[src/rtl/wbps_pkg.sv]
// wbps_pkg: shared constants, register codes and the queue entry type
// of the wildcard byte pattern search; used by the front, queue, back and top level
`timescale 1ns / 1ps

package wbps_pkg;

	localparam int MAX_PATTERN = 16;
	localparam int WIN_IDX_W   = (MAX_PATTERN > 1) ? $clog2(MAX_PATTERN) : 1;

	localparam int BYTE_W    = 8;
	localparam int POS_W     = 32;
	localparam int CFG_W     = 64;
	localparam int WILD_W    = 16;
	localparam int LEN_W     = 5;
	localparam int CFG_IDX_W = 3;

	localparam int QUEUE_DEPTH = 4;
	localparam int QPTR_W      = $clog2(QUEUE_DEPTH);
	localparam int QCNT_W      = $clog2(QUEUE_DEPTH + 1);

	typedef enum logic [CFG_IDX_W-1:0] {
		CFG_PAT_LO = 3'd0,
		CFG_PAT_HI = 3'd1,
		CFG_WILD   = 3'd2,
		CFG_LEN    = 3'd3
	} cfg_reg_t;

	// one classified byte as handed from front to back
	typedef struct packed {
		logic             cand;
		logic [POS_W-1:0] start;
		logic [POS_W-1:0] taken;
		logic             last;
	} wbps_entry_t;

endpackage

[src/rtl/wbps_front.sv]
// wbps_front: configuration registers, byte window, position count and
// the masked window compare; depends on wbps_pkg
`timescale 1ns / 1ps

module wbps_front import wbps_pkg::*; (
	input  logic                 clk,
	input  logic                 arst_n,
	input  logic                 cfg_write,
	input  logic [CFG_IDX_W-1:0] cfg_index,
	input  logic [CFG_W-1:0]     cfg_data,
	input  logic                 in_valid,
	output logic                 in_stall,
	input  logic [BYTE_W-1:0]    data_byte,
	input  logic                 last_byte,
	input  logic                 q_full,
	output logic                 push,
	output wbps_entry_t          push_entry
);

	logic [CFG_W-1:0]  pat_lo_q;
	logic [CFG_W-1:0]  pat_hi_q;
	logic [WILD_W-1:0] wild_q;
	logic [LEN_W-1:0]  len_q;

	logic [BYTE_W-1:0] win_q  [MAX_PATTERN];
	logic [BYTE_W-1:0] win_nx [MAX_PATTERN];
	logic [POS_W-1:0]  pos_q;

	logic [2*CFG_W-1:0] pat_all;
	logic [LEN_W-1:0]   eff_len;
	logic [LEN_W-1:0]   idx [MAX_PATTERN];
	logic               win_ok;
	logic               sat;
	logic [POS_W-1:0]   taken;
	logic [POS_W-1:0]   eff_len_ext;

	always_ff @(posedge clk or negedge arst_n) begin
		if (!arst_n) begin
			pat_lo_q <= '0;
			pat_hi_q <= '0;
			wild_q   <= '0;
			len_q    <= LEN_W'(1);
		end else if (cfg_write) begin
			case (cfg_index)
				CFG_PAT_LO: pat_lo_q <= cfg_data;
				CFG_PAT_HI: pat_hi_q <= cfg_data;
				CFG_WILD:   wild_q   <= cfg_data[WILD_W-1:0];
				CFG_LEN:    len_q    <= cfg_data[LEN_W-1:0];
				default:    ;
			endcase
		end
	end

	assign in_stall = q_full;
	assign push     = in_valid && !q_full;

	// window as it stands once this byte is shifted in, entry 0 newest
	always_comb begin
		win_nx[0] = data_byte;
		for (int i = 1; i < MAX_PATTERN; i++) begin
			win_nx[i] = win_q[i-1];
		end
	end

	assign pat_all     = {pat_hi_q, pat_lo_q};
	assign eff_len     = (len_q > LEN_W'(MAX_PATTERN)) ? LEN_W'(MAX_PATTERN) : len_q;
	assign eff_len_ext = POS_W'(eff_len);

	always_comb begin
		win_ok = 1'b1;
		for (int k = 0; k < MAX_PATTERN; k++) begin
			idx[k] = eff_len - LEN_W'(1) - LEN_W'(k);
			if ((LEN_W'(k) < eff_len) && !wild_q[k]
				&& (win_nx[idx[k][WIN_IDX_W-1:0]] != pat_all[k*BYTE_W +: BYTE_W])) begin
				win_ok = 1'b0;
			end
		end
	end

	assign sat   = &pos_q;
	assign taken = pos_q + POS_W'(1);

	assign push_entry.cand  = !sat && (eff_len != '0) && (taken >= eff_len_ext) && win_ok;
	assign push_entry.start = taken - eff_len_ext;
	assign push_entry.taken = taken;
	assign push_entry.last  = last_byte;

	always_ff @(posedge clk or negedge arst_n) begin
		if (!arst_n) begin
			pos_q <= '0;
		end else if (push) begin
			if (last_byte) begin
				pos_q <= '0;
			end else if (!sat) begin
				pos_q <= taken;
			end
		end
	end

	// only bytes of the current block are ever compared, so no clearing
	always_ff @(posedge clk) begin
		if (push) begin
			for (int i = 0; i < MAX_PATTERN; i++) begin
				win_q[i] <= win_nx[i];
			end
		end
	end

endmodule

[src/rtl/wbps_queue.sv]
// wbps_queue: short first-in first-out queue of classified bytes between
// front and back; depends on wbps_pkg
`timescale 1ns / 1ps

module wbps_queue import wbps_pkg::*; (
	input  logic        clk,
	input  logic        arst_n,
	input  logic        push,
	input  wbps_entry_t push_entry,
	output logic        full,
	input  logic        pop,
	output logic        head_valid,
	output wbps_entry_t head
);

	wbps_entry_t       slot_q [QUEUE_DEPTH];
	logic [QPTR_W-1:0] wr_q;
	logic [QPTR_W-1:0] rd_q;
	logic [QCNT_W-1:0] cnt_q;

	assign full       = (cnt_q == QCNT_W'(QUEUE_DEPTH));
	assign head_valid = (cnt_q != '0);
	assign head       = slot_q[rd_q];

	always_ff @(posedge clk or negedge arst_n) begin
		if (!arst_n) begin
			wr_q  <= '0;
			rd_q  <= '0;
			cnt_q <= '0;
		end else begin
			if (push) begin
				wr_q <= wr_q + QPTR_W'(1);
			end
			if (pop) begin
				rd_q <= rd_q + QPTR_W'(1);
			end
			if (push && !pop) begin
				cnt_q <= cnt_q + QCNT_W'(1);
			end else if (pop && !push) begin
				cnt_q <= cnt_q - QCNT_W'(1);
			end
		end
	end

	always_ff @(posedge clk) begin
		if (push) begin
			slot_q[wr_q] <= push_entry;
		end
	end

endmodule

[src/rtl/wbps_back.sv]
// wbps_back: non-overlap check, match count and the output register;
// depends on wbps_pkg
`timescale 1ns / 1ps

module wbps_back import wbps_pkg::*; (
	input  logic             clk,
	input  logic             arst_n,
	input  logic             head_valid,
	input  wbps_entry_t      head,
	output logic             pop,
	output logic             out_valid,
	input  logic             out_stall,
	output logic [POS_W-1:0] match_offset,
	output logic [POS_W-1:0] match_ordinal,
	output logic             block_end
);

	logic             out_valid_q;
	logic [POS_W-1:0] nas_q;
	logic [POS_W-1:0] cnt_q;
	logic [POS_W-1:0] offset_q;
	logic [POS_W-1:0] ordinal_q;
	logic             end_q;
	logic             hit;

	assign pop = head_valid && (!out_valid_q || !out_stall);
	assign hit = head.cand && (head.start >= nas_q);

	always_ff @(posedge clk or negedge arst_n) begin
		if (!arst_n) begin
			out_valid_q <= 1'b0;
			nas_q       <= '0;
			cnt_q       <= '0;
		end else begin
			if (pop) begin
				out_valid_q <= hit;
			end else if (!out_stall) begin
				out_valid_q <= 1'b0;
			end
			if (pop) begin
				if (head.last) begin
					nas_q <= '0;
					cnt_q <= '0;
				end else if (hit) begin
					nas_q <= head.taken;
					cnt_q <= cnt_q + POS_W'(1);
				end
			end
		end
	end

	always_ff @(posedge clk) begin
		if (pop && hit) begin
			offset_q  <= head.start;
			ordinal_q <= cnt_q;
			end_q     <= head.last;
		end
	end

	assign out_valid     = out_valid_q;
	assign match_offset  = offset_q;
	assign match_ordinal = ordinal_q;
	assign block_end     = end_q;

endmodule

[src/rtl/wildcard_byte_pattern_search.sv]
// wildcard_byte_pattern_search: top level of the wildcard byte pattern search
// depends on wbps_pkg, wbps_front, wbps_queue and wbps_back
`timescale 1ns / 1ps

// usage
// - input channel: one byte of the searched block per request (data_byte),
//   last_byte marks the final byte; a request is taken when in_valid is high
//   and in_stall is low
// - output channel: one request per match found, giving the start offset,
//   the number of earlier matches in the block and whether the match ends on
//   the last byte; matches are leftmost and never overlap
// - configuration: plain write port, cfg_index 0/1 pattern bytes low/high,
//   2 wildcard mask, 3 pattern length; other indexes are ignored; write only
//   while no request is in flight
// - throughput: one byte per cycle while in_stall is low, set by the
//   combinational masked compare of the sixteen-byte window in the front
// - output path: the classified byte is written into the queue, and the back
//   registers a match into the output register when it pops that entry from
//   the queue
// - stalling: out_stall holds a valid output request and the back stops
//   draining the four-entry queue; in_stall rises once the queue is full
// - reset: clears registers to their defaults (pattern length one), position,
//   match count and the queue; no clearing pass is needed
// - a block shorter than the pattern gives no match; the position count
//   saturates and stops matching in very long blocks

module wildcard_byte_pattern_search import wbps_pkg::*; (
	input  logic                 clk,
	input  logic                 arst_n,
	input  logic                 cfg_write,
	input  logic [CFG_IDX_W-1:0] cfg_index,
	input  logic [CFG_W-1:0]     cfg_data,
	input  logic                 in_valid,
	output logic                 in_stall,
	input  logic [BYTE_W-1:0]    data_byte,
	input  logic                 last_byte,
	output logic                 out_valid,
	input  logic                 out_stall,
	output logic [POS_W-1:0]     match_offset,
	output logic [POS_W-1:0]     match_ordinal,
	output logic                 block_end
);

	// front to queue
	logic        push;
	wbps_entry_t push_entry;
	logic        q_full;

	// queue to back
	logic        pop;
	logic        head_valid;
	wbps_entry_t head;

	// front: registers, window, position and compare
	wbps_front u_front (
		.clk        (clk),
		.arst_n     (arst_n),
		.cfg_write  (cfg_write),
		.cfg_index  (cfg_index),
		.cfg_data   (cfg_data),
		.in_valid   (in_valid),
		.in_stall   (in_stall),
		.data_byte  (data_byte),
		.last_byte  (last_byte),
		.q_full     (q_full),
		.push       (push),
		.push_entry (push_entry)
	);

	// decoupling queue, lets the back stall without stopping the front at once
	wbps_queue u_queue (
		.clk        (clk),
		.arst_n     (arst_n),
		.push       (push),
		.push_entry (push_entry),
		.full       (q_full),
		.pop        (pop),
		.head_valid (head_valid),
		.head       (head)
	);

	// back: non-overlap rule, counting and output register
	wbps_back u_back (
		.clk           (clk),
		.arst_n        (arst_n),
		.head_valid    (head_valid),
		.head          (head),
		.pop           (pop),
		.out_valid     (out_valid),
		.out_stall     (out_stall),
		.match_offset  (match_offset),
		.match_ordinal (match_ordinal),
		.block_end     (block_end)
	);

endmodule

[config.mk]
export PLATFORM = sky130hd
export DESIGN_NAME = wildcard_byte_pattern_search
export DESIGN_NICKNAME = d
export VERILOG_FILES = /design/src/rtl/wbps_pkg.sv /design/src/rtl/wbps_front.sv /design/src/rtl/wbps_queue.sv /design/src/rtl/wbps_back.sv /design/src/rtl/wildcard_byte_pattern_search.sv
export SDC_FILE = /design/constraint.sdc
export NUM_CORES = 1
export LEC_CHECK = 0
export ABC_AREA = 1
export BUFFER_PORTS_ARGS = -buffer_cell sky130_fd_sc_hd__clkbuf_2
export CAP_MARGIN = 20
export CELL_PAD_IN_SITES_DETAIL_PLACEMENT = 2
export CELL_PAD_IN_SITES_GLOBAL_PLACEMENT = 2
export CORE_AREA = 2 2 297 445
export CTS_CLUSTER_DIAMETER = 60
export DETAILED_ROUTE_END_ITERATION = 12
export DIE_AREA = 0 0 299 447
export PLACE_DENSITY_LB_ADDON = 0.1
export SYNTH_ARGS = -nofsm -noshare
export SYNTH_HDL_FRONTEND = slang
export SYNTH_SLANG_ARGS = --single-unit
[constraint.sdc]
create_clock -name clk -period 11.8 [get_ports clk]
set_input_delay 0.59 -clock clk [delete_from_list [all_inputs] [get_ports clk]]
set_output_delay 0.59 -clock clk [all_outputs]
set_load 0.03 [all_outputs]
==> results.yml <==
status:
  outcome: "complete, no violations"
placed_design:
  dpl_cell_area_um2: 41100
  gp_congestion: 0.860
  io_buffer_count: 147
  dp_hpwl_um: 122000
timing:
  hold_violations: 0
  slew-limit-headroom_pct: 20.8
  worst_pin_slew_ns: 1.18
  rsz0062_at_grt: "no"
  finalMaxSlewViolations: 0
  max_freq_ghz: 0.173
  setup_violations: 0
  tns_ns: 0
  fin_skew_ns: 0.0245
  fin_crit_sh_pct: 49.1
  layout_min_cycle_time_ns: 5.79
pwr:
  leakage_nw: 19.8
  p_switching_mw: 5.83
  intPower_mw: 6.49
  netSwitchingFraction_pct: 47.3
  cellPowerDensity_nw_per_um2: 280
  seqPwrFrac_pct: 31.1
  pwr-share-clk_pct: 21.9
  power_mw: 12.3
  power_frac_comb_pct: 47.0
  ir_drop_mv: 0.162
synthesis:
  ys_dominant_reg_cell: "edfxtp_1"
  synth_area_um2: 38700
  muxShareOfSynthArea_pct: 0.0291
  ys_types: 51
  postSynth.asyncResetShare_pct: 36.0
  synth_compound_area_share_pct: 6.79
  synth_cells: 4845
  yosysMostFrequentCell: "nand2_1"
  synthTopCellsByCount: "nand2_1 (1690), nand3_1 (704), edfxtp_1 (449), inv_1 (413), o21ai_0 (358)"
  synth_edf_count: 449
  postSynthAreaPerCell_um2: 7.98
  yosys.area.top_type_share_pct: 34.9
  ys_top_cells_by_area: "edfxtp_1 (35%), nand2_1 (16%), dfrtp_1 (16%)"
  synth_fa_ha_area_share_pct: 1.95
  syn-num-nets: 4985
  ys_ff_latch: 702
  synth-xor-area-share_pct: 2.01
  yosysWarnings: 0
  yosysSeqAreaShare_pct: 51.2
  synth_simple_gate_area_share_pct: 31.4
  yosysTopAreaCell: "edfxtp_1"
  synth_top_family_by_area: "simple AND/OR/NAND/NOR gates"
clock_tree:
  root_buffer: "clkbuf_16"
  cts.clk_slew.worst_paths_ns: 0.06
  cts_tree: "done"
  cts.sinks: 702
  cts_buffers: 85
  h-tree-depth: 3
  cts_buffer_depth: 3
  clk_latency_ns: 0.70
  cts_resized: 0
flow_run:
  maxCapViolations: 0
global_routing:
  grt.overflow.total: 0
  antenna_found_initial: 4
  grt_pass1_vias: 37000
  grt_pass1_wl_um: 240000
  grt_max_degree: 87
  grt_usage_pct: 24.2
layout:
  nets: 5046
  syn_to_final_growth_pct: 13.7
  layout-drive-gt1-share_pct: 7.98
  final_area_um2: 44000
critical_path:
  criticalPathCategory: "reg -> reg"
  critPathMaxFanout: 55
  setup.worst_path.start_class: "flip-flop"
  arrival_ns: 6.22
  required_ns: 12.22
  crit_path_end_kind: "flip-flop"
detailed_routing:
  first_iter_violations: 1368
  via_per_inst: 5.12
  drc: 0
  ant_nets: 0
  wl_per_cell_um: 24.2
  routed_wl_um: 162000
  vias: 34300
  dr.pass1.iters: 9
die:
  io_pins: 148
  die_x_um: 299
  start_util_pct: 29.8
  die_area_um2: 134000
  core_um2: 130000
  dieHeight_um: 447
  core.rowCount: 162
hold_path:
  hp-class: "in -> reg"
-- through the flow --
stage / hold WS, ns / setup slack, ns / utilization (%) / std cells
detailed placement: 0.438 / 6.04 / 31.7 / 6540
finish: 0.123 / 6.01 / 33.9 / 6700
floorplan: 0.294 / 1.82 / - / 4845
global route: 0.114 / 5.71 / 33.9 / 6700
CTS: 0.0715 / 6.03 / 33.9 / 6699
global placement: 0.430 / 6.14 / 31.7 / 6537
-- routing by layer --
| metal | global-route usage [%] | routed length [um] | vias up | part of all wire, % |
|---|---|---|---|---|
| li1 | - | - | 16200 | - |
| met1 | 25.0 | 60000 | 17400 | 37 |
| met2 | 47.5 | 89300 | 489 | 55 |
| met3 | 2.20 | 3530 | 252 | 2.2 |
| met4 | 13.0 | 9130 | 0 | 5.6 |
| met5 | 0 | 0 | - | 0 |
-- kinds of logic (layout without fill, tap and decap cells) --
logic type / after synthesis / count (layout)
simple gates: 2861 / 2861
flops: 702 / 702
buf+inv: 647 / 779
compound gates: 488 / 488
xor+xnor: 87 / 87
fa+ha+maj: 59 / 59
mux: 1 / 1
other cells: 0 / 1
-- area by class of cell --
cell class | count | area [um2]
clock inverters | 44 | 424
clock buffers | 114 | 2440
well taps | 1722 | 2150
multi-input cells | 3496 | 16400
diodes | 1 | 2.50
fillers | 15000 | 85700
flip-flops and latches | 702 | 19800
repair buffers | 201 | 1160
inverters | 420 | 1580
-- sequential cells by signal (all words and copies together) (netlist names), 3 cells and up --
register	flops
u_back.cnt_q	32
u_back.match_offset	32
u_back.match_ordinal	32
u_back.nas_q	32
u_front.len_q	5
u_front.pat_hi_q	64
u_front.pat_lo_q	64
u_front.pos_q	32
u_front.wild_q	16
u_front.win_q	120
u_queue.cnt_q	3
u_queue.slot_q	264
-- path summary, 6_finish.rpt --
path,startpoint,endpoint,slack (ns),cells after the start
max,u_front.len_q[4]$_DFFE_PN0P_,u_queue.slot_q[2][65]$_DFFE_PP_,6.01,23
min,data_byte[1],u_front.win_q[0][1]$_DFFE_PP_,0.12,1
max reg2reg,u_front.len_q[4]$_DFFE_PN0P_,u_queue.slot_q[2][65]$_DFFE_PP_,6.01,23
min reg2reg,u_front.win_q[0][49]$_DFFE_PP_,u_front.win_q[0][57]$_DFFE_PP_,0.46,0
max in group asynchronous,arst_n,u_queue.rd_q[0]$_DFFE_PN0P_,9.19,4
min in group asynchronous,arst_n,u_front.pat_lo_q[57]$_DFFE_PN0P_,0.45,2
-- cell usage in the layout (no fill, tap or decap), types with 27 or more instances in the layout --
master     instances
nor3_1            40
a21oi_1           27
dfrtp_1          250
clkbuf_16         87
ha_1              56
nand3_1          702
o21ai_0          358
edfxtp_1         449
nand4_1           48
nor2_1           276
o22ai_1           63
buf_4             52
clkbuf_2         146
nand2_1         1687
nand3b_1          60
xor2_1            67
inv_1            409
-- worst max-delay path: stages (launching register included) --
cell and delay (ns):
dfrtp_1 0.49, inv_4 0.20, nand2_4 0.39, ha_2 0.53, buf_4 0.39, buf_4 0.53
ha_1 0.32, buf_4 0.26, inv_1 0.10, buf_4 0.40, nand3_1 0.13, nand2_1 0.21
nand2_1 0.14, nand2_1 0.10, nand2_1 0.05, nand2_1 0.06, nand2_1 0.06, nor2_1 0.14
nand2_1 0.07, nand2_1 0.06, nand2_1 0.05, nor2_1 0.17, nand3_1 0.12, nor2_1 0.41
-- power groups by stage --
stage | sequential, mW | clock, mW | combinational, mW
after floorplan | 3.98 | 0 | 3.55
after global placement | 3.87 | 0 | 5.75
after detailed placement | 3.89 | 0 | 5.90
after CTS | 3.84 | 2.78 | 5.92
after global routing | 3.89 | 2.87 | 6.48
final | 3.83 | 2.70 | 5.79
-- repair_timing --
action | CTS | global route
endpoints found under the setup margin | 0 | 0
endpoints found under the hold margin | 58 | 0
hold buffers | 1 | 0
buffers inserted | 0 | 0
No activity file was read; power rests on OpenSTA's default activity.
